[src/hdl/dwfs_pkg.sv]
// Package for the deviation weighted face selector.
// Beat types, field widths, constants, the sequencer state type and the raw_metric helper. No dependencies.
package dwfs_pkg;

    localparam int MAX_FACES_DEF = 16;

    localparam int ID_W   = 16;
    localparam int ST_W   = 3;
    localparam int RTT_W  = 40;
    localparam int PV_W   = 32;
    localparam int MW     = 40;
    localparam int NW     = 17;
    localparam int PROD_W = MW + NW;

    localparam logic [NW-1:0] Q_ONE     = 17'h10000;
    localparam logic [NW-1:0] EFF_RESET = 17'd62259;

    localparam logic [1:0] MET_ST = 2'd0;
    localparam logic [1:0] MET_RT = 2'd1;
    localparam logic [1:0] MET_PV = 2'd2;

    typedef struct packed {
        logic [ID_W-1:0]  face_id;
        logic             is_arrival_face;
        logic [ST_W-1:0]  status_level;
        logic [RTT_W-1:0] rtt_ns;
        logic [PV_W-1:0]  pending_value;
        logic             last;
    } t_in_beat;

    typedef struct packed {
        logic [ID_W-1:0] chosen_face;
        logic            overflowed;
    } t_out_beat;

    typedef struct packed {
        logic [ID_W-1:0]  face_id;
        logic [ST_W-1:0]  status_level;
        logic [RTT_W-1:0] rtt_ns;
        logic [PV_W-1:0]  pending_value;
    } t_raw_word;

    typedef logic [2:0][NW-1:0] t_norm_word;

    typedef struct packed {
        logic              start;
        logic [PROD_W-1:0] num;
        logic [MW-1:0]     den;
    } t_div_req;

    typedef enum logic [4:0] {
        S_IDLE, S_MM_RD, S_MM_ACC, S_GAP,
        S_NM_RD, S_NM_MUL, S_NM_DST, S_NM_DIV, S_NM_WR,
        S_PD_RDI, S_PD_LDI, S_PD_RDJ, S_PD_ACC,
        S_SC_RD, S_SC_MUL, S_SC_ADD, S_SC_CMP,
        S_ID_RD, S_EMIT
    } t_state;

    function automatic logic [MW-1:0] raw_metric(input t_raw_word w, input logic [1:0] k);
        logic [MW-1:0] r;
        case (k)
            MET_ST:  r = MW'(w.status_level);
            MET_RT:  r = MW'(w.rtt_ns);
            MET_PV:  r = MW'(w.pending_value);
            default: r = '0;
        endcase
        return r;
    endfunction

endpackage

[src/hdl/dwfs_mul.sv]
// Shared registered multiplier, 40 x 17 bits.
// Depends on dwfs_pkg.
module dwfs_mul (
    input  logic                          i_clk,
    input  logic [dwfs_pkg::MW-1:0]       i_a,
    input  logic [dwfs_pkg::NW-1:0]       i_b,
    output logic [dwfs_pkg::PROD_W-1:0]   o_p
);
    logic [dwfs_pkg::PROD_W-1:0] r_p;

    always_ff @(posedge i_clk) begin
        r_p <= dwfs_pkg::PROD_W'(i_a) * dwfs_pkg::PROD_W'(i_b);
    end

    assign o_p = r_p;
endmodule

[config.mk]
export PLATFORM = sky130hd
export DESIGN_NAME = dwfs_mul
export DESIGN_NICKNAME = d
export VERILOG_FILES = /design/src/hdl/dwfs_pkg.sv /design/src/hdl/dwfs_mul.sv
export SDC_FILE = /design/constraint.sdc
export NUM_CORES = 2
export LEC_CHECK = 0
export BUFFER_PORTS_ARGS = -buffer_cell sky130_fd_sc_hd__buf_2
export CAP_MARGIN = 20
export CELL_PAD_IN_SITES_DETAIL_PLACEMENT = 0
export CELL_PAD_IN_SITES_GLOBAL_PLACEMENT = 1
export CORE_MARGIN = 2
export CORE_UTILIZATION = 50
export DETAILED_ROUTE_END_ITERATION = 7
export GPL_TIMING_DRIVEN = 0
export PLACE_DENSITY_LB_ADDON = 0.1
export SYNTH_ARGS = -nofsm -noshare
export SYNTH_HDL_FRONTEND = slang
export SYNTH_SLANG_ARGS = --single-unit
[constraint.sdc]
create_clock -name i_clk -period 10.8 [get_ports i_clk]
set_input_delay 3.24 -clock i_clk [delete_from_list [all_inputs] [get_ports i_clk]]
set_output_delay 3.24 -clock i_clk [all_outputs]
set_load 0.05 [all_outputs]
# Word-level counts from Yosys, hierarchy flattened
# Index checks and enable logic that the tools add are counted.
dict set report totals {
  wordCells 2
  register_bits 57
  out_inout_bits 57
  input_bits 58
}
dict set report classes {
  n_mul 1
}
# cell count
set op_table {}
lappend op_table {{40-bit by 17-bit multiplier with 57-bit output} 1}

# Longest topological paths before layout
dict set report logic_depth {
  depth_word 1
  ltp_mapped 25
  ltp_nobuf 23
}

# Least setup slack after synthesis
# No wires, ideal clock.
dict set report synth_timing {
  path_kind {input -> register}
  start {input port i_a[22] (netlist bit)}
  end {register r_p (netlist bit o_p[46])}
  setup_ns 0.132
  path_buffers 3
  t_required_ns 10.668
  t_arrival_ns 9.030
  cell_stages 25
  setup_slack_ns 1.638
  cell_sequence {clkbuf_1 -> clkbuf_1 -> nand2_1 -> fa_1 -> inv_1 -> fa_1 -> inv_1 -> fa_1 -> inv_1 -> fa_1 -> fa_1 -> inv_1 -> fa_1 -> inv_1 -> ha_1 -> clkbuf_1 -> a21o_1 -> a21oi_1 -> o21bai_1 -> a31o_2 -> a21bo_2 -> a31o_1 -> a221o_1 -> nor3b_2 -> a311oi_2}
}
dict set report synth_between {
  elab_chain_len 1
}
# item line_no
set synth_lines {}
lappend synth_lines {{from (decl)} dwfs_mul.sv:5} ;# input logic [dwfs_pkg::MW-1:0] i_a,
lappend synth_lines {{40-bit by 17-bit multiplier with 57-bit output} dwfs_mul.sv:12} ;# r_p <= dwfs_pkg::PROD_W'(i_a) * dwfs_pkg::PROD_W'(i_b);
lappend synth_lines {{to (signal assigned)} dwfs_mul.sv:12}
lappend synth_lines {{to (decl)} dwfs_mul.sv:9} ;# logic [dwfs_pkg::PROD_W-1:0] r_p;
# Every way passes these cells.

# Worst setup path after layout
dict set report layout_timing {
  start {input port i_a[14] (netlist bit)}
  end {register r_p (netlist bit o_p[53])}
}
# Same word-level chain as after synthesis.

==> out/qor.yml <==
clock-root-buffer: "clkbuf_16"
final_cell_mix: "inv_1 (689), fa_1 (569), nand2_1 (501)"
area_growth_pct: 6.61
synth_edf_count: 0
async_reset_ff_share_pct: 0
ys.warnings.count: 0
portBuffers: 91
dr.max_layer_used: "met5"
synth.distinct_cells: 63
gr-total-overflow: 0
io_pins: 115
crit_path_max_fanout: 10
cts_tree: "done"
grt_antenna_before_repair: 4
rsz0062_at_grt: "false"
via_per_inst: 5.31
max_freq_mhz: 96.1
min_path_cells: 2
routed-wl-met3_um: 5050
routed_wl_um: 70000
finalHoldViolations: 0
synth_top_cell_area_share_pct: 50.4
start_util_pct: 50.9
synthTopCellsByArea: "fa_1 (50%), inv_1 (11%), nand2_1 (8.3%), ha_1 (7.3%), and2_1 (6.0%)"
relSlewSlack_pct: 23.3
wl_per_cell_um: 21.2
synth.ff_latch_count: 57
wl_met2_um: 33100
clock_path_buffers: 2
routabilityCongestion: 0.931
syn_nets: 3362
hold_path.class: "in2reg"
cts_sinks: 57
cts_htree_levels: 3
report.final.slew_viol_count: 0
min_from: "i_a[0]"
fp.dieW_um: 217
die_area_mm2: 0.0469
crit_arrival_ns: 10.72
fin_crit_ns: 10.41
crit_path_start_kind: "primary input"
largest_register_ffs: 57
first_global_vias: 19000
setup_viol: 0
avgSynthCellArea_um2: 8.68
drive_above_1_share_pct: 4.90
clk_pin_slew_ns: 0.06
numCtsBuffers: 9
track_usage_pct: 31.8
vias: 17600
grt_max_degree: 12
status: "finished clean"
synthCells: 2604
maxCapViolations: 0
hold_buffers: 0
final.period_utilization_pct: 96.4
synth_area_mm2: 0.0226
synth_ff_type: "dfxtp_1"
rows: 77
postRouteAntennaNets: 0
dieHeight_um: 217
dr.pass1.iters: 6
yosys.area.top_type: "fa_1"
whs_endpoint: "o_p[0]"
place_hpwl_um: 59400
end_kind: "register"
worst_slew_pin_slew_ns: 1.15
final_common_cell: "inv_1"
cp.required_ns: 11.11
drt_iter0_drc: 1113
grt_pass1_wl_um: 110000
drc: 0
core-area_mm2: 0.0444
fin_nets: 3465
worstSetupPathType: "in2reg"
whs_ns: 3.20
drt-met1-wl_um: 28300
ys_seq_area_share_pct: 5.05
[worst max path at each step]
stage	startpoint	end	slack, ns	cells after the start
after CTS	i_a[21]	o_p[54]	0.1	24
after global routing	i_a[20]	o_p[54]	0.12	24
after detailed placement	i_a[21]	o_p[54]	-0.31	24
after global placement	i_a[21]	o_p[54]	-0.30	24
after floorplan	i_a[22]	o_p[46]	1.64	25
final	i_a[14]	o_p[53]	0.39	21
[routing by layer]
metal  track usage (%)  up-vias
met2              51.9      644
met3              5.56      148
met1              41.2     9084
met4              15.2        6
met5                 0        -
li1                  -     7677
[metrics by stage]
stage          util [%]  TNS (ns)  setup WS [ns]  area, µm²  std cells
5_1_grt            54.2         0          0.122      24100       3304
4_1_cts            54.2         0         0.0952      24100       3304
3_5_place_dp       53.6    -0.828         -0.307      23800       3288
3_3_place_gp       53.6     -1.06         -0.299      23800       3287
6_report           54.2         0          0.394      24100       3305
2_1_floorplan         -         0           1.64      22600       2604
[synthesized netlist by cell type (7+ instances only)]
| library cell | n |
|---|---|
| ha_1 | 131 |
| clkbuf_1 | 120 |
| o21bai_1 | 12 |
| dfxtp_1 | 57 |
| a31oi_1 | 9 |
| nand3_1 | 12 |
| xor2_1 | 14 |
| nand4_1 | 11 |
| nor3_1 | 7 |
| inv_1 | 689 |
| fa_1 | 569 |
| nand2_1 | 501 |
| a21oi_1 | 52 |
| xnor2_1 | 37 |
| and2_1 | 217 |
| nor2b_1 | 7 |
| a21o_1 | 28 |
| nor2_1 | 27 |
| o21ai_0 | 29 |
[worst max-delay path: stages]
cell and delay, ns:
buf_2 0.22, clkbuf_1 0.52, nand2_1 0.19, fa_1 0.55, fa_1 0.54, fa_1 0.52, inv_1 0.06, fa_1 0.48
fa_1 0.51, inv_1 0.06, fa_1 0.47, inv_1 0.04, ha_1 0.40, a21oi_1 0.17, o21ai_0 0.11, a31oi_1 0.57
a21oi_1 0.22, o2111ai_1 0.55, nand2_1 0.45, a2111oi_0 0.67, xnor2_1 0.18
[logic make-up (layout without fill, tap and decap cells)]
group / count (synthesis) / in the layout / synth area share, %
flops: 57 / 57 / 5.05
compound gates: 177 / 177 / 5.26
mux: 1 / 1 / 0.0498
simple gates: 804 / 804 / 16.4
fa+ha+maj: 700 / 700 / 57.7
xor+xnor: 51 / 51 / 1.98
buf+inv: 814 / 922 / 13.6
other cells: 0 / 1 / 0
[repair_timing]
item,in CTS,in global routing
setup endpoints to repair,0,2
setup buffers,0,0
resized for setup,0,1
[cell type report]
cell class / count / area (µm²)
timing repair buffer: 92 / 463
fill: 4288 / 20300
clock inverter: 5 / 40.0
tap: 592 / 741
buffer: 125 / 490
sequential: 57 / 1140
inverter: 689 / 2590
multi-input combinational: 1733 / 18400
clock buffer: 11 / 243
antenna: 1 / 2.50
Power is not shown: default switching activity piles up to over one toggle a cycle in this logic, so the estimate is an artifact.
