`src/hdl/dwfs_ram.sv`:
```
// Generic single write, single read RAM with registered read data.
// No dependencies.
module dwfs_ram #(
    parameter int Width = 8,
    parameter int Depth = 16
) (
    input  logic                     i_clk,
    input  logic                     i_we,
    input  logic [$clog2(Depth)-1:0] i_waddr,
    input  logic [Width-1:0]         i_wdata,
    input  logic [$clog2(Depth)-1:0] i_raddr,
    output logic [Width-1:0]         o_rdata
);
    logic [Width-1:0] r_mem [Depth];
    logic [Width-1:0] r_q;

    always_ff @(posedge i_clk) begin
        if (i_we) begin
            r_mem[i_waddr] <= i_wdata;
        end
        r_q <= r_mem[i_raddr];
    end

    assign o_rdata = r_q;
endmodule

```
`config.mk`:
```
export PLATFORM = sky130hd
export DESIGN_NAME = dwfs_ram
export DESIGN_NICKNAME = d
export VERILOG_FILES = /design/src/hdl/dwfs_ram.sv
export SDC_FILE = /design/constraint.sdc
export NUM_CORES = 1
export LEC_CHECK = 0
export ABC_AREA = 1
export BUFFER_PORTS_ARGS = -buffer_cell sky130_fd_sc_hd__buf_2
export CAP_MARGIN = 20
export CORE_MARGIN = 5
export CORE_UTILIZATION = 40
export DETAILED_ROUTE_END_ITERATION = 10
export PLACE_DENSITY_LB_ADDON = 0.25
export SETUP_SLACK_MARGIN = 0.15
export SLEW_MARGIN = 20
export SYNTH_ARGS = -nofsm -noshare
export SYNTH_HDL_FRONTEND = slang
export SYNTH_SLANG_ARGS = --single-unit
```
`constraint.sdc`:
```
create_clock -name i_clk -period 1.1 [get_ports i_clk]
set_input_delay 0.22 -clock i_clk [delete_from_list [all_inputs] [get_ports i_clk]]
set_output_delay 0.22 -clock i_clk [all_outputs]
set_load 0.01 [all_outputs]
```
==> Word level (Yosys, flattened, before mapping) <==
Memory sizes are Yosys's and may differ from the RTL's. A register that Yosys moved wholly into a read port is not among the register bits.
Index checks and enable logic that the tools add are counted.
{ "word_totals": {"reg_bits": 0, "latch_bits": 0, "mem_bits_rw": 128, "romBits": 0, "in_bits": 18, "output_inout_bits": 8, "wordCells": 3, "memories": 1} }
{ "memory_table": {"columns": ["memory", "words", "width", "rd", "rd_ports_with_merged_regs", "write_ports", "line_no", "source"], "rows": [
  ["r_mem", 16, 8, 1, 1, 1, "14", "logic [Width-1:0] r_mem [Depth];"]
]} }
{ "op_classes": {"add_sub_neg": 0, "mul": 0, "div_mod_pow": 0, "magnitude_cmp": 0, "n_eq_ne": 0, "n_shift": 0, "mux": 2, "bitwise_logic": 0, "n_reduce_logical": 0} }
{ "ops": {"columns": ["operator", "n"], "rows": [
  ["1-bit two-way mux", 2]
]} }

==> Logic depth before layout (Yosys ltp) <==
Gate-level depths: netlist (run 1).
{ "depth": {"depth_word": 2, "ltp_mapped": 8} }

==> Worst setup path after synthesis (run 1) <==
No wires, ideal clock.
{ "synth_path": {"path_type": "input port to flip-flop", "startpoint": "input i_waddr[3]", "endpoint": "memory r_mem[4][0] (enable)", "setup_time_ns": 0.370, "arrival_time_ns": 0.801, "path_slack_ns": -0.071, "stages": 2, "path_buffers": 0, "path_cell_list": "nand3b_1 > nor2_1"} }
{ "synth_lines": {"columns": ["element", "line_no", "source"], "rows": [
  ["start: declaration", "9", "input logic [$clog2(Depth)-1:0] i_waddr,"],
  ["end: declaration", "14", null]
]} }
Straight into the memory's write port.

==> Worst setup path after layout (run 1) <==
{ "layout_path": {"startpoint": "register r_q[6] (netlist: o_rdata[6]), read port of r_mem", "endpoint": "output o_rdata[6]"} }
{ "layout_lines": {"columns": ["element", "line_no", "source"], "rows": [
  ["start: declaration", "15", "logic [Width-1:0] r_q;"],
  ["end: declaration", "12", "output logic [Width-1:0] o_rdata"]
]} }
No word-level cell between the ends.

==> impl_metrics.ini, run 1 <==
[logic_synthesis]
yosys.cell_types.count = 12
yosys.cell_count.top_type = sky130_fd_sc_hd__nand2_1
sequential_area_share_after_synthesis = 0.694
yosysWarningCount = 0
count_of_flip_flops_with_a_built_in_enable_after_synthesis = 128
synthDominantCellAreaShare = 0.667
post-synth-top-area-cell = sky130_fd_sc_hd__edfxtp_1
postSynthCellCount = 551
synth.cell_area_um2 = 5770
ff_latch_count_synth = 136
syn_avg_cell_area_um2 = 10.5
synth-main-ff-cell = sky130_fd_sc_hd__edfxtp_1
synth_fp_nets = 569
synthArstFlopShare = 0
netlist_top_cells_area = sky130_fd_sc_hd__edfxtp_1, sky130_fd_sc_hd__nand2_1, sky130_fd_sc_hd__nand3_1
ys_top_cells_by_count = sky130_fd_sc_hd__nand2_1, sky130_fd_sc_hd__edfxtp_1, sky130_fd_sc_hd__inv_1

[global_routing]
antenna_violations_before_repair = 0
grt_overflow_total = 0
grt_pass1_vias = 3885
globalRouteTotalUtil = 0.175
global_route_wire_length_before_repair_mm = 21.7
grt_start_max_net_pins = 34

[route]
vias_per_cell = 4.79
drt_pre_antenna_iters = 4
drt-total-wl_mm = 13.9
final_antenna_net_count = 0
vias = 3792
route.detailed.drc = 0
avgRoutedWirePerCell_um = 17.6
drtIter0Drc = 276

[timing]
slew_viol_final = 0
achievable-frequency_ghz = 0.903
setup_violations = 1
rsz0062_at_grt = yes
timing_worst_slew_pin_value_ns = 0.417
max_transition_margin = 0.722
timing.final.crit_share = 1.01
timing.clock.skew_ns = 0.00587
fin_crit_ns = 1.11
finalHoldViolCount = 0
postLayoutSetupSlackWorst_ns = -0.00746

[clock_tree]
post_cts.repair.setup_buffers = 0
cts_root_buffer = sky130_fd_sc_hd__clkbuf_16
clock_path_buffers = 2
cts_made_buffers = 17
cts_max_level = 4
tritoncts_clock_tree = yes
clk_pin_slew_worst_paths_ns = 0.05
ctsHoldBuffers = 0
clock_sink_count = 136
insertion_delay_ns = 0.41

[worst_setup_path]
start_kind = flip-flop
cp_data_required_time_ns = 0.88
path_depth = 1
worst-path-max-fanout = 1
cpLargestDelayFamily = flip-flops
worst_path_max_delay_cell = sky130_fd_sc_hd__dfxtp_4
critPathCaptureType = primary output
crit_type = flip-flop to primary output
worstPathCellList = buf_6
cp_num_buf_inv = 1
worst-endpoint-arrival_ns = 0.89
worst_path_largest_cell_delay_ns = 0.36
reg2regPathDepth = 6

[pwr]
total_leakage_power_nw = 3.11
peakVddDrop_mv = 1.16
finalPower_w = 0.0121
powerDensity_nw_per_um2 = 1650

[cells_and_area]
nFillCells = 1223
drive_gt1_frac = 0.300
number_of_nets_in_the_layout = 616
sequential_cell_area_um2 = 4010
layout.cell_area.non_filler_um2 = 7310
multi_input_area_um2 = 1660
antenna_cells = 0
final-instance-count-excl-fill = 791
areaGrowthSynthToFinish_pct = 26.8

[floorplanning]
rows = 43
floorplan.die.height_um = 130
die_w_um = 130
total_i_o_pin_count = 26
die_area_um2 = 16900
start_util = 0.412
core_region_area_um2 = 14000

[placement]
place.port_buffers = 25
place_area_um2 = 6390
placed_cells_incl_taps = 759
dp_hpwl_mm = 8.91
gp_routability_congestion = 0.825

[min_path]
hold_path_class = input port to flip-flop
hold_depth = 2

[run_status]
outcome = finished, violations left
violations = setup timing

[job]
max_cap_viol_count = 0
## power breakdown
part           total [W]  switching [W]  internal [W]  leakage (nW)
combinational   0.000972       0.000621      0.000351          1.62
clock            0.00523        0.00195       0.00328         0.264
sequential       0.00585      0.0000497       0.00580          1.22
total             0.0121        0.00262       0.00944          3.11
## logic make-up (layout without fill, tap and decap cells)
family	count (synthesis)	after routing	share of synthesized area
and+or+nand+nor	289	289	0.210
buffers and inverters	126	186	0.0952
DFF	136	136	0.694
## metal layers
metal / GRT usage / vias up / routed length (µm)
met5: 0 / - / 0
met4: 0.0630 / 0 / 233
met3: 0.0393 / 20 / 673
met2: 0.290 / 94 / 6950
met1: 0.228 / 1809 / 6090
li1: - / 1869 / -
## state kept, by name (all words and copies together), names as in the netlist
signal and cells:
r_mem 128, o_rdata 8
## per-stage QoR
stage	utilization	hold slack [ns]	worst slack, ns	setup TNS (ns)
after floorplan	-	0.319	0.00636	0
final	0.523	0.192	-0.00746	-0.00746
after CTS	0.504	0.176	-0.0358	-0.107
after global routing	0.523	0.192	-0.0396	-0.117
after detailed placement	0.457	0.615	-0.205	-20.44
after global placement	0.457	0.605	-0.200	-18.19
## final timing paths
| kind | startpoint | end | slack (ns) |
|---|---|---|---|
| worst max-delay path | o_rdata[6] | o_rdata[6] | -0.007 |
| worst min register to register | r_mem[0][7] | o_rdata[7] | 0.69 |
| worst max register to register | r_mem[4][2] | o_rdata[2] | 0.15 |
| worst min-delay path | i_wdata[7] | r_mem[5][7] | 0.19 |
## cell type report
cell class                 count  share of cell area
clock inverter                 3             0.00547
tap                          180              0.0308
inverter                     102              0.0523
sequential                   136               0.549
clock buffer                  29              0.0684
multi-input combinational    289               0.227
timing repair buffer          52              0.0671
## what timing repair did
| item | CTS | global route |
|---|---|---|
| gates resized for setup | 29 | 61 |
| pin swaps | 6 | 35 |
| endpoints found under the setup margin | 16 | 16 |
## cells in the final DEF (no fill, tap or decap)
| cell type | synthesis | routed |
|---|---|---|
| sky130_fd_sc_hd__nand3_2 | 0 | 64 |
| sky130_fd_sc_hd__edfxtp_1 | 128 | 128 |
| sky130_fd_sc_hd__clkinv_2 | 0 | 2 |
| sky130_fd_sc_hd__nand3_1 | 97 | 33 |
| sky130_fd_sc_hd__buf_2 | 13 | 19 |
| sky130_fd_sc_hd__clkbuf_16 | 0 | 17 |
| sky130_fd_sc_hd__inv_1 | 100 | 95 |
| sky130_fd_sc_hd__inv_2 | 2 | 7 |
| sky130_fd_sc_hd__clkbuf_1 | 0 | 9 |
| sky130_fd_sc_hd__bufinv_16 | 0 | 1 |
| sky130_fd_sc_hd__dfxtp_2 | 0 | 5 |
| sky130_fd_sc_hd__nor2_2 | 0 | 8 |
| sky130_fd_sc_hd__dfxtp_4 | 0 | 1 |
| sky130_fd_sc_hd__dfxtp_1 | 8 | 2 |
| sky130_fd_sc_hd__nor2_4 | 0 | 9 |
| sky130_fd_sc_hd__nand2_2 | 0 | 13 |
| sky130_fd_sc_hd__buf_12 | 0 | 10 |
| sky130_fd_sc_hd__buf_4 | 4 | 17 |
| sky130_fd_sc_hd__nand2_4 | 0 | 1 |
| sky130_fd_sc_hd__nand3b_1 | 2 | 2 |
| sky130_fd_sc_hd__buf_6 | 6 | 6 |
| sky130_fd_sc_hd__nand2_1 | 173 | 159 |
| sky130_fd_sc_hd__clkbuf_8 | 0 | 3 |
Power figures use the tool's default switching activity.
==> run 2, diff against run 1 <==
ABC_AREA = unset   (was 1)
ABC_CLOCK_PERIOD_IN_PS = 1100   (was unset)
CORE_ASPECT_RATIO = 0.5   (was unset)
==> run 2 against run 1 <==
The flow still finishes with violations (setup timing); critical path depth rose by 2; register-to-register slack lost 0.36 ns; sequential power about the same; non-clock buffer count rose by 19; power decreased by 4.6%; final area is 8.5% lower; worst setup slack worse by 0.20 ns; maximum frequency is 15% lower; synthesized cell count fell by 58%.
==> impl_metrics.ini, run 2 <==
[run_status]
outcome = finished, violations left
violations = setup timing

[timing]
max_transition_margin = 0.393
postLayoutSetupSlackWorst_ns = -0.208
timing.clock.skew_ns = 0.00461
timing_worst_slew_pin_value_ns = 0.909
finalHoldViolCount = 0
achievable-frequency_ghz = 0.764
totalNegativeSetupSlack_ns = -1.46
fin_crit_ns = 1.31
setup_violations = 11
worst_hold_slack_ns = 0.207
rsz0062_at_grt = yes
timing.final.crit_share = 1.19
slew_viol_final = 0

[global_routing]
grt_start_max_net_pins = 17
globalRouteTotalUtil = 0.155
global_route_wire_length_before_repair_mm = 16.9
grt_overflow_total = 0
antenna_violations_before_repair = 0
grt_pass1_vias = 2741

[logic_synthesis]
ys_top_cells_by_count = sky130_fd_sc_hd__edfxtp_1, sky130_fd_sc_hd__mux4_2, sky130_fd_sc_hd__a22oi_1
yosys.cell_types.count = 19
postSynthCellCount = 229
synth.cell_area_um2 = 5150
ff_latch_count_synth = 136
sequential_area_share_after_synthesis = 0.778
netlist_top_cells_area = sky130_fd_sc_hd__edfxtp_1, sky130_fd_sc_hd__mux4_2, sky130_fd_sc_hd__mux4_1
yosysWarningCount = 0
synth_fp_nets = 247
post-synth-top-area-cell = sky130_fd_sc_hd__edfxtp_1
synthArstFlopShare = 0
synth-main-ff-cell = sky130_fd_sc_hd__edfxtp_1
syn_avg_cell_area_um2 = 22.5
count_of_flip_flops_with_a_built_in_enable_after_synthesis = 128
yosys.cell_count.top_type = sky130_fd_sc_hd__edfxtp_1
synthDominantCellAreaShare = 0.747

[floorplanning]
core_region_area_um2 = 12600
start_util = 0.408
rows = 29
total_i_o_pin_count = 26
die_area_um2 = 15400
floorplan.die.height_um = 90.2
die_w_um = 170

[cells_and_area]
largest_register_ff_count = 128
antenna_cells = 0
drive_gt1_frac = 0.498
number_of_nets_in_the_layout = 327
areaGrowthSynthToFinish_pct = 30.0
top_register = r_mem
final_cell_mix = sky130_fd_sc_hd__edfxtp_1, sky130_fd_sc_hd__mux4_2, sky130_fd_sc_hd__buf_4
final_common_cell = sky130_fd_sc_hd__edfxtp_1

[worst_setup_path]
worst-endpoint-arrival_ns = 1.59
cpLargestDelayFamily = multiplexers
timing.rr.end = o_rdata[3]
rrSetupSlack_ns = -0.21
critPathCaptureType = flip-flop
cp_data_required_time_ns = 1.38
worst_path_max_delay_cell = sky130_fd_sc_hd__mux4_2
worstReg2RegStart = r_mem[8][3]
worst_path_largest_cell_delay_ns = 0.47
cp_num_buf_inv = 0
worstPathCellList = mux4_2 > a22oi_2 > nand2_1
start_kind = flip-flop
worst-path-max-fanout = 1
crit_type = flip-flop to flip-flop
reg2regPathDepth = 3

[clock_tree]
clock_sink_count = 136
cts_made_buffers = 17
insertion_delay_ns = 0.41
cts_root_buffer = sky130_fd_sc_hd__clkbuf_16
clock_path_buffers = 2
clk_pin_slew_worst_paths_ns = 0.05
tritoncts_clock_tree = yes
ctsHoldBuffers = 0
cts_max_level = 4

[route]
drtIter0Drc = 204
drt_pre_antenna_iters = 4
drt-total-wl_mm = 11.1
route.detailed.drc = 0
vias = 2550
avgRoutedWirePerCell_um = 22.5
final_antenna_net_count = 0
vias_per_cell = 5.19

[min_path]
hold_path_class = input port to flip-flop
min_to = r_mem[2][2]
holdCritStartpoint = i_wdata[2]
hold_depth = 1

[placement]
gp_routability_congestion = 0.752
place.port_buffers = 25
dp_hpwl_mm = 7.68

[job]
max_cap_viol_count = 0

[pwr]
total_leakage_power_nw = 2.24
finalPower_w = 0.0115
powerDensity_nw_per_um2 = 1720
peakVddDrop_mv = 0.982
-- run 2: power breakdown --
| group | internal (W) | leakage, nW | total (W) | switching [W] |
|---|---|---|---|---|
| Combinational | 0.000386 | 0.761 | 0.000789 | 0.000403 |
| Clock | 0.00296 | 0.252 | 0.00484 | 0.00188 |
| Sequential | 0.00581 | 1.23 | 0.00587 | 0.0000618 |
| Total | 0.00915 | 2.24 | 0.0115 | 0.00234 |
-- run 2: stage by stage --
step                      cell area, µm²  worst slack, ns  cells  utilization
after floorplan                     5270           -0.223    229            -
after global placement              6010           -0.613    456        0.476
after detailed placement            6010           -0.610    456        0.476
after CTS                           6650           -0.215    488        0.526
after global routing                6690           -0.294    491        0.530
final                               6690           -0.208    491        0.530
-- run 2: cell families (layout without fill, tap and decap cells) --
group / count (synthesis) / in the layout / synth area share
DFF: 136 / 136 / 0.778
and+or+nand+nor: 35 / 35 / 0.0318
muxes: 32 / 32 / 0.150
AOI/OAI and AO/OA: 16 / 16 / 0.0233
buffers and inverters: 10 / 102 / 0.0168
-- run 2: layer usage --
metal	vias up	share of wire	global-route usage	wire length, µm
met1	1348	0.45	0.214	4940
met4	0	0.0077	0.0578	85
met5	-	0	0	0
met3	9	0.068	0.0508	756
li1	1123	-	-	-
met2	70	0.48	0.229	5280
-- run 2: worst max path at each step --
stage | start | cells after the start | end
floorplan | i_waddr[2] | 2 | r_mem[0][0]
global placement | i_raddr[0] | 6 | o_rdata[0]
detailed placement | i_raddr[0] | 6 | o_rdata[0]
CTS | r_mem[9][3] | 3 | o_rdata[3]
global route | r_mem[15][3] | 3 | o_rdata[3]
finish | r_mem[8][3] | 3 | o_rdata[3]
-- run 2: layout make-up --
type | count | area, µm²
Clock buffer | 26 | 479
Clock inverter | 5 | 25.0
Fill cell | 976 | 5940
Multi-Input combinational cell | 83 | 1200
Sequential cell | 136 | 4020
Tap cell | 170 | 213
Timing Repair Buffer | 71 | 756
-- run 2: what timing repair did --
| item | in CTS | in global routing |
|---|---|---|
| buffers inserted | 1 | 3 |
| endpoints found under the setup margin | 86 | 53 |
| resized for setup | 30 | 5 |
| pin swaps | 5 | 1 |
