<file path="src/hdl/dwfs_pkg.sv">
// Package for the deviation weighted face selector.
// Beat types, field widths, constants, the sequencer state type and the raw_metric helper. No dependencies.
package dwfs_pkg;

    localparam int MAX_FACES_DEF = 16;

    localparam int ID_W   = 16;
    localparam int ST_W   = 3;
    localparam int RTT_W  = 40;
    localparam int PV_W   = 32;
    localparam int MW     = 40;
    localparam int NW     = 17;
    localparam int PROD_W = MW + NW;

    localparam logic [NW-1:0] Q_ONE     = 17'h10000;
    localparam logic [NW-1:0] EFF_RESET = 17'd62259;

    localparam logic [1:0] MET_ST = 2'd0;
    localparam logic [1:0] MET_RT = 2'd1;
    localparam logic [1:0] MET_PV = 2'd2;

    typedef struct packed {
        logic [ID_W-1:0]  face_id;
        logic             is_arrival_face;
        logic [ST_W-1:0]  status_level;
        logic [RTT_W-1:0] rtt_ns;
        logic [PV_W-1:0]  pending_value;
        logic             last;
    } t_in_beat;

    typedef struct packed {
        logic [ID_W-1:0] chosen_face;
        logic            overflowed;
    } t_out_beat;

    typedef struct packed {
        logic [ID_W-1:0]  face_id;
        logic [ST_W-1:0]  status_level;
        logic [RTT_W-1:0] rtt_ns;
        logic [PV_W-1:0]  pending_value;
    } t_raw_word;

    typedef logic [2:0][NW-1:0] t_norm_word;

    typedef struct packed {
        logic              start;
        logic [PROD_W-1:0] num;
        logic [MW-1:0]     den;
    } t_div_req;

    typedef enum logic [4:0] {
        S_IDLE, S_MM_RD, S_MM_ACC, S_GAP,
        S_NM_RD, S_NM_MUL, S_NM_DST, S_NM_DIV, S_NM_WR,
        S_PD_RDI, S_PD_LDI, S_PD_RDJ, S_PD_ACC,
        S_SC_RD, S_SC_MUL, S_SC_ADD, S_SC_CMP,
        S_ID_RD, S_EMIT
    } t_state;

    function automatic logic [MW-1:0] raw_metric(input t_raw_word w, input logic [1:0] k);
        logic [MW-1:0] r;
        case (k)
            MET_ST:  r = MW'(w.status_level);
            MET_RT:  r = MW'(w.rtt_ns);
            MET_PV:  r = MW'(w.pending_value);
            default: r = '0;
        endcase
        return r;
    endfunction

endpackage

</file>
<file path="src/hdl/dwfs_div.sv">
// Iterative restoring divider, one quotient bit per cycle, quotient at most 17 bits.
// Depends on dwfs_pkg.
module dwfs_div (
    input  logic                       i_clk,
    input  logic                       i_rst_n,
    input  dwfs_pkg::t_div_req         i_req,
    output logic                       o_done,
    output logic [dwfs_pkg::NW-1:0]    o_quot
);
    localparam int PW = dwfs_pkg::PROD_W;
    localparam int NW = dwfs_pkg::NW;

    logic [PW-1:0]   r_rem, n_rem;
    logic [PW-2:0]   r_dsh, n_dsh;
    logic [NW-1:0]   r_q, n_q;
    logic [4:0]      r_cnt, n_cnt;
    logic            r_done, n_done;

    always_comb begin
        n_rem  = r_rem;
        n_dsh  = r_dsh;
        n_q    = r_q;
        n_cnt  = r_cnt;
        n_done = 1'b0;
        if (i_req.start) begin
            n_rem = i_req.num;
            n_dsh = {i_req.den, 16'b0};
            n_cnt = 5'(NW);
        end else if (r_cnt != 5'd0) begin
            if (r_rem >= {1'b0, r_dsh}) begin
                n_rem = r_rem - {1'b0, r_dsh};
                n_q   = {r_q[NW-2:0], 1'b1};
            end else begin
                n_q   = {r_q[NW-2:0], 1'b0};
            end
            n_dsh  = r_dsh >> 1;
            n_cnt  = r_cnt - 5'd1;
            n_done = (r_cnt == 5'd1);
        end
    end

    always_ff @(posedge i_clk) begin
        if (!i_rst_n) begin
            r_cnt  <= 5'd0;
            r_done <= 1'b0;
        end else begin
            r_cnt  <= n_cnt;
            r_done <= n_done;
        end
    end

    always_ff @(posedge i_clk) begin
        r_rem <= n_rem;
        r_dsh <= n_dsh;
        r_q   <= n_q;
    end

    assign o_done = r_done;
    assign o_quot = r_q;
endmodule

</file>
<file path="config.mk">
export PLATFORM = sky130hd
export DESIGN_NAME = dwfs_div
export DESIGN_NICKNAME = d
export VERILOG_FILES = /design/src/hdl/dwfs_pkg.sv /design/src/hdl/dwfs_div.sv
export SDC_FILE = /design/constraint.sdc
export NUM_CORES = 1
export LEC_CHECK = 0
export ABC_AREA = 1
export BUFFER_PORTS_ARGS = -buffer_cell sky130_fd_sc_hd__clkbuf_2
export CAP_MARGIN = 30
export CORE_UTILIZATION = 45
export DETAILED_ROUTE_END_ITERATION = 16
export PLACE_DENSITY = 0.63
export RECOVER_POWER = 50
export REMOVE_ABC_BUFFERS = 1
export SLEW_MARGIN = 20
export SYNTH_ARGS = -nofsm -noshare
export SYNTH_HDL_FRONTEND = slang
export SYNTH_SLANG_ARGS = --single-unit
</file>
<file path="constraint.sdc">
create_clock -name i_clk -period 9.6 [get_ports i_clk]
set_input_delay 0.96 -clock i_clk [delete_from_list [all_inputs] [get_ports i_clk]]
set_output_delay 0.96 -clock i_clk [all_outputs]
set_load 0.01 [all_outputs]
</file>
# == Word-level counts from Yosys, hierarchy flattened ==
# Cells that the tools add are included.
# word_totals
reg_bits,136
latch_bits,0
ramBits,0
romBits,0
input_bits,100
mem_count,0
# op_classes
add_sub_neg,2
n_mul,0
n_div,0
magnitude_cmp,1
n_eq_ne,1
shift,0
mux,8
n_bitwise,3
n_reduce_logical,7
# ops
op,n
two-way mux 57 bit,3
two-way mux 56 bit,2
greater-or-equal comparator 57 x 56 -> 1 bit,1
subtractor 57 x 56 -> 57 bit,1
two-way mux 5 bit,2
== test 5 x 1 -> 1 bit (second input constant),1
nonzero test 5 bit,1
subtractor 5 x 1 -> 5 bit (second input constant),1
AND reduction 2 bit,2
nonzero test 2 bit,2
inverter 1 bit,3
OR reduction 3 bit,1
OR reduction 2 bit,1
two-way mux 1 bit,1

# == Depth between registers and ports, before layout ==
# Gate-level depths: netlist of run 1.
# logic_depth
ltp_word,4
mapped_depth,15

# == Worst setup path before layout of run 1 ==
# OpenSTA, ideal clock, no wires.
# synth_timing
kind,in2reg
startpoint,input port i_req[97] (netlist name)
endpoint,"register r_dsh[16], enable pin"
arrival_ns,2.801
setup_slack_ns,6.379
path_stages,4
path_buffers,2
path_cell_list,clkbuf_1 > inv_2 > nand2_1 > clkbuf_1
# synth_between
elab_chain_cells,1
# synth_rtl
element,line_no,text
"start, declared",dwfs_div.sv:6,"input dwfs_pkg::t_div_req i_req,"
nonzero test 2 bit (no source line),-,
"end signal, assigned",dwfs_div.sv:54,r_dsh <= n_dsh;
"end, declared",dwfs_div.sv:14,"logic [PW-2:0] r_dsh, n_dsh;"
# No other way between the ends.
# A chain may end at the register's enable or synchronous reset.

# == Final worst setup path of run 1 ==
# layout_timing
startpoint,input port i_req[97] (netlist name)
endpoint,"register r_rem[46], enable pin"
# layout_between
elab_chain_cells,2
elab_cells_between_ends,3
cone_classes,3 x reduce/logical
# layout_rtl
element,line_no,text
nonzero test 2 bit (no source line),-,
AND reduction 2 bit (no source line) *,-,
"end signal, assigned",dwfs_div.sv:53,r_rem <= n_rem;
"end, declared",dwfs_div.sv:13,"logic [PW-1:0] r_rem, n_rem;"
# Every way passes the cells marked *; elsewhere a longest branch is shown, timed or not.

==> run_results.csv, run 1 <==
group,metric,value,unit
finish,layoutNonFillerInstCount,2117,
setup_path,required,9650,ps
detailed_routing,drtPass1Iterations,8,
floorplanning,initial_core_util,45.9,%
setup_path,cp.arrival,5420,ps
floorplanning,num_rows,56,
setup_path,regToRegEndpoint,"r_rem[46]",
finish,drive_gt1_share,10.3,%
clocking,cts_resized,0,
global_route,grt-ovfl-total,0,
clocking,clockBufferDepth,2,
floorplanning,dieArea,24600,µm²
power,power_leakage,6.61,nW
setup_path,start_kind,"input pin",
setup_path,crit_end,"r_rem[46]",
floorplanning,design.core.area,23500,µm²
clocking,cts_max_level,4,
detailed_routing,antenna_left,0,
detailed_routing,dr_total_vias,10100,
setup_path,reg2reg_slack,6500,ps
sta,final_max_slew_viol_count,164,
run_status,violations,"max-capacitance violations, max-slew violations",
sta,rsz0062_at_grt,"no",
clocking,insertion_delay,430,ps
placement,dp.cells,2085,
global_route,grt_pass1_vias,9640,
sta,fmax,186,MHz
setup_path,crit_path_end_kind,"register",
power,pwr-share-seq,22.2,%
setup_path,r2r_cells,11,
placement,io_buffer_count,117,
placement,dpl_cell_area,11700,µm²
global_route,grt_max_degree,62,
power,swShare,50.9,%
sta,hold_viol_final,0,
sta,relSlewSlack,-73.2,%
synthesis,ys_seq_area_share,35.8,%
power,peakVddDrop,0.134,mV
setup_path,cp-startpoint,"i_req[97]",
setup_path,cp_max_fo,57,
finish,diodes,0,
synthesis,synth_edf_count,114,
setup_path,worstSetupPathType,"input pin to register",
clocking,cts_tree,"built",
power,power,4.20,mW
job,cap_violations,3,
detailed_routing,routed_wl,32.8,mm
floorplanning,io_pins,118,
sta,final.min_clock_period,5370,ps
synthesis,async_flop_share,0,%
finish,areaGrowthSynthToFinish,14.1,%
sta,worst_pin_slew,2600,ps
synthesis,syn_avg_cell_area,6.46,µm²
synthesis,netlist_area,10800,µm²
sta,setup_tns,0,ps
synthesis,yosys_most_used_dff,"edfxtp_1",
clocking,cts-root-buf,"clkbuf_16",
floorplanning,die_h,157,µm
power,power_frac_comb,60.7,%
power,internal_power,2.06,mW
placement,hpwl,25.7,mm
global_route,grt_pass1_wl,51.4,mm
synthesis,ys_types,34,
power,p_clk_share,17.1,%
global_route,grt_use_total,27.8,%
detailed_routing,drcViolationCount,0,
finish,fin_area,12300,µm²
clocking,hold_buffers,0,
clocking,numCtsBuffers,17,
sta,final.period_utilization,56.0,%
synthesis,syn_inst,1669,
sta,clock-skew-final,12.2,ps
synthesis,yosysWarnings,0,
clocking,cts.sink_count,136,
floorplanning,fp.dieW,157,µm
placement,gp_congestion,0.974,
power,power_density,341,nW/µm²
finish,num-nets-final,1944,
sta,setup_viol,0,
run_status,status,"finished with violations",
detailed_routing,wire_per_inst,15.5,µm
clocking,cts_setup_buffers,0,
global_route,antenna_found_initial,0,
detailed_routing,dr.first_iter.drc_count,717,
detailed_routing,vias_per_cell,4.79,
hold_path,hp-class,"register to register",
synthesis,ys_seq_elements,136,
setup_path,r2r-start,"r_rem[11]",
clocking,clk_pin_slew_worst_paths,70,ps
power,power.switching,2.14,mW
==> cells in the final DEF, fill, tap and decap left out, types with 21 or more instances in the layout <==
master	instances
dfxtp_1	22
a21oi_1	45
ha_1	58
nand3_1	94
o21ai_0	67
clkbuf_2	98
nand2_1	666
clkbuf_1	21
inv_1	370
nor2_1	93
edfxtp_1	114
==> area by class of cell <==
class | count | area [µm²]
Clock buffer | 17 | 425
Sequential cell | 136 | 3860
Fill cell | 2476 | 11200
Tap cell | 319 | 399
Multi-Input combinational cell | 1134 | 5420
Timing Repair Buffer | 121 | 584
Inverter | 375 | 1410
Clock inverter | 15 | 205
==> power groups by stage <==
stage / combinational [mW] / clock, mW / sequential (mW)
after global routing: 2.90 / 0.745 / 0.949
after CTS: 2.54 / 0.726 / 0.935
final: 2.55 / 0.716 / 0.933
after global placement: 2.50 / 0 / 0.939
after floorplan: 1.79 / 0 / 0.938
after detailed placement: 2.52 / 0 / 0.947
==> how the worst min path moves through the flow <==
stage / startpoint / end / slack, ps / depth (start not counted)
2_1_floorplan: r_cnt[4] / o_done / 420 / 1
3_3_place_gp: o_quot[1] / o_quot[2] / 430 / 0
3_5_place_dp: o_quot[10] / o_quot[11] / 440 / 0
4_1_cts: o_quot[1] / o_quot[2] / 460 / 0
5_1_grt: o_quot[12] / o_quot[13] / 470 / 0
6_report: o_quot[12] / o_quot[13] / 450 / 0
==> Yosys cell counts (4+ instances only) <==
library cell,n,area share (%)
nand2_1,669,23
inv_1,370,13
edfxtp_1,114,32
nand3_1,93,4.3
nor2_1,93,3.2
o21ai_0,60,2.8
ha_1,58,6.7
a21oi_1,45,2.1
dfxtp_1,22,4.1
clkbuf_1,15,0.52
o22ai_1,15,0.87
nor2_2,14,0.81
xnor2_1,13,1.1
or2_2,11,0.64
nand4_1,10,0.58
nand2_2,9,0.52
nor3_1,9,0.42
o21ai_1,7,0.32
buf_2,6,0.28
nand3_2,6,0.56
inv_2,5,0.17
xor2_1,5,0.41
nor2_4,4,0.42
==> worst max-delay path, cell delays in order <==
cell and delay (ps):
clkbuf_1 1720, clkinv_1 390, clkbuf_1 1090, nand2_4 1150
==> sequential cells by signal, summed over array words and instances (netlist names) <==
name,count
r_rem,57
r_dsh,56
o_quot,17
r_cnt,5
o_done,1
==> layer usage <==
layer / track usage [%] / routed length, µm / share of wire [%]
met3: 3.63 / 1640 / 5.0
met1: 39.4 / 16400 / 50
met5: 0 / 0 / 0
met4: 6.72 / 465 / 1.4
met2: 44.4 / 14300 / 44
==> cells by family after synthesis <==
| family | Yosys count | synth area share, % |
|---|---|---|
| AO/OA/AOI/OAI | 132 | 6.42 |
| XOR/XNOR | 18 | 1.46 |
| adder cells (fa/ha/maj) | 59 | 6.91 |
| buffers and inverters | 399 | 14.0 |
| flip-flops | 136 | 35.8 |
| AND/OR/NAND/NOR | 925 | 35.4 |
==> metrics by stage <==
step / setup slack (ps) / hold WS [ps] / utilization, %
global route: 3740 / 465 / 52.4
finish: 4230 / 453 / 52.4
global placement: 6560 / 429 / 49.9
detailed placement: 6490 / 439 / 49.9
floorplan: 6410 / 422 / -
CTS: 6520 / 460 / 52.6
(Power assumes the default switching activity.)
==> run 2, diff against run 1 <==
--- a/config.mk
+++ b/config.mk
@@ -10,7 +10,7 @@
 export CAP_MARGIN = 30
 export CORE_UTILIZATION = 45
 export DETAILED_ROUTE_END_ITERATION = 16
-export PLACE_DENSITY = 0.63
+export PLACE_DENSITY = 0.65
 export RECOVER_POWER = 50
 export REMOVE_ABC_BUFFERS = 1
 export SLEW_MARGIN = 20
==> constraint.sdc (replaced) <==
create_clock -name i_clk -period 4.42 [get_ports i_clk]
set_input_delay 0.442 -clock i_clk [delete_from_list [all_inputs] [get_ports i_clk]]
set_output_delay 0.442 -clock i_clk [all_outputs]
set_load 0.01 [all_outputs]
==> run 2 against run 1 <==
Compared with the run above: the run still ends with max-capacitance violations, max-slew violations left; die area stayed put; worst setup slack worse by 3400 ps; largest cell class unchanged; non-clock buffer count grew 3; clock skew increased by 1.6 ps; power increased by 120%; critical path depth stayed put; sequential share of layout area rose by 0.083 points; sequential power rose by 120%; final area decreased by 0.26%.
==> run_results.csv, run 2 (synthesis results as in run 1) <==
group,metric,value,unit
placement,gp_congestion,0.999,
clocking,cts_setup_buffers,0,
sta,final.period_utilization,81.7,%
setup_path,start_kind,"input pin",
placement,io_buffer_count,117,
finish,layout_common_cells,"nand2_1, inv_1, edfxtp_1, clkbuf_2, nor2_1",
hold_path,hp-start,"i_req[39]",
clocking,cts_max_level,4,
detailed_routing,routed_wl,33.4,mm
floorplanning,num_rows,56,
sta,setup_tns,0,ps
detailed_routing,drcViolationCount,0,
setup_path,required,4460,ps
finish,drive_gt1_share,10.3,%
sta,holdWs,269,ps
detailed_routing,antenna_left,0,
global_route,grt_max_degree,63,
finish,final_common_cell,"nand2_1",
setup_path,cp_max_fo,25,
finish,areaGrowthSynthToFinish,13.8,%
floorplanning,initial_core_util,45.9,%
finish,layoutNonFillerInstCount,2120,
setup_path,cp-startpoint,"i_req[97]",
detailed_routing,dr.first_iter.drc_count,720,
detailed_routing,drtPass1Iterations,6,
setup_path,critPathTopFamily,"buffers and inverters",
setup_path,r2r-start,"r_rem[34]",
run_status,status,"finished with violations",
power,peakVddDrop,0.312,mV
clocking,clk_pin_slew_worst_paths,60,ps
setup_path,path_buf_inv,3,
setup_path,cp.arrival,3650,ps
floorplanning,io_pins,118,
hold_path,hp-class,"input pin to register",
floorplanning,design.core.area,23500,µm²
placement,hpwl,26.5,mm
finish,diodes,0,
setup_path,worstSetupPathType,"input pin to register",
global_route,grt_pass1_vias,9753,
placement,dp.cells,2088,
finish,largest-register,"r_rem",
detailed_routing,dr_total_vias,10300,
global_route,antenna_found_initial,0,
run_status,violations,"max-capacitance violations, max-slew violations",
sta,setup_viol,0,
floorplanning,dieArea,24600,µm²
sta,clock-skew-final,13.8,ps
detailed_routing,wire_per_inst,15.8,µm
clocking,numCtsBuffers,17,
global_route,grt_use_total,28.0,%
clocking,cts_resized,0,
sta,relSlewSlack,-73.5,%
global_route,grt-ovfl-total,0,
finish,final_core_util,52.3,%
finish,num-nets-final,1947,
sta,fmax,277,MHz
clocking,cts-root-buf,"clkbuf_16",
clocking,cts_tree,"built",
sta,rsz0062_at_grt,"no",
detailed_routing,vias_per_cell,4.84,
setup_path,path_common_cell,"clkbuf_1",
floorplanning,die_h,157,µm
setup_path,max_stage_delay,1000,ps
sta,hold_viol_final,0,
job,cap_violations,2,
clocking,insertion_delay,440,ps
finish,fin_area,12300,µm²
sta,final.min_clock_period,3610,ps
sta,final_max_slew_viol_count,104,
sta,worst_pin_slew,2600,ps
global_route,grt_pass1_wl,51.7,mm
floorplanning,fp.dieW,157,µm
power,power_density,738,nW/µm²
setup_path,crit_path_end_kind,"register",
power,power_leakage,6.59,nW
clocking,clockBufferDepth,2,
placement,dpl_cell_area,11700,µm²
clocking,hold_buffers,0,
setup_path,crit_chain,"clkbuf_1, inv_1, nand2_1, clkbuf_1",
setup_path,cp_slowest_cell,"clkbuf_1",
clocking,cts.sink_count,136,
finish,largest_reg_flops,57,
[run 2: cell types whose count changed in the layout (fill, tap and decap cells not counted), moves of 2 or more]
cell,delta
clkbuf_1,+2
inv_6,+2
o21ai_0,-7
nand2_1,+2
clkinvlp_4,+2
clkinv_8,-3
o21ai_1,+7
[run 2: stage by stage]
| stage | power [mW] | setup slack (ps) |
|---|---|---|
| final | 9.06 | 807 |
| after global routing | 9.85 | 507 |
| after CTS | 9.01 | 1160 |
| after detailed placement | 7.50 | 1200 |
| after global placement | 7.45 | 1240 |
| after floorplan | 5.92 | 1230 |
[run 2: final timing paths]
| kind | end | slack (ps) | cells after the start |
|---|---|---|---|
| min reg2reg | o_quot[6] | 440 | 0 |
| min | r_dsh[55] | 270 | 3 |
| max reg2reg | r_rem[23] | 1110 | 12 |
| max | r_dsh[31] | 810 | 4 |
[run 2: power by group]
part	internal, mW	switching, mW
Clock	0.800	0.674
Sequential	1.91	0.123
Combinational	1.71	3.85
Total	4.42	4.64
[run 2: routing by layer]
metal / up-vias / global-route usage [%] / share of wire, %
met2: 275 / 45.0 / 44
li1: 5351 / - / -
met5: - / 0 / 0
met4: 0 / 7.33 / 1.8
met3: 43 / 4.07 / 5.6
met1: 4601 / 39.3 / 49
[run 2: final cells by class]
class	instances	area, µm²
Timing Repair Buffer	124	609
Clock inverter	15	155
Sequential cell	136	3860
Multi-Input combinational cell	1134	5410
Inverter	375	1410
Tap cell	319	399
Fill cell	2471	11200
Clock buffer	17	425
[run 2: worst reg2reg max path: cells and delay by family, from the launching register on]
| family | cells | cell delay (ps) |
|---|---|---|
| adder cells (fa/ha/maj) | 1 | 370 |
| buffers and inverters | 2 | 390 |
| flip-flops | 1 | 380 |
| AND/OR/NAND/NOR | 9 | 1850 |
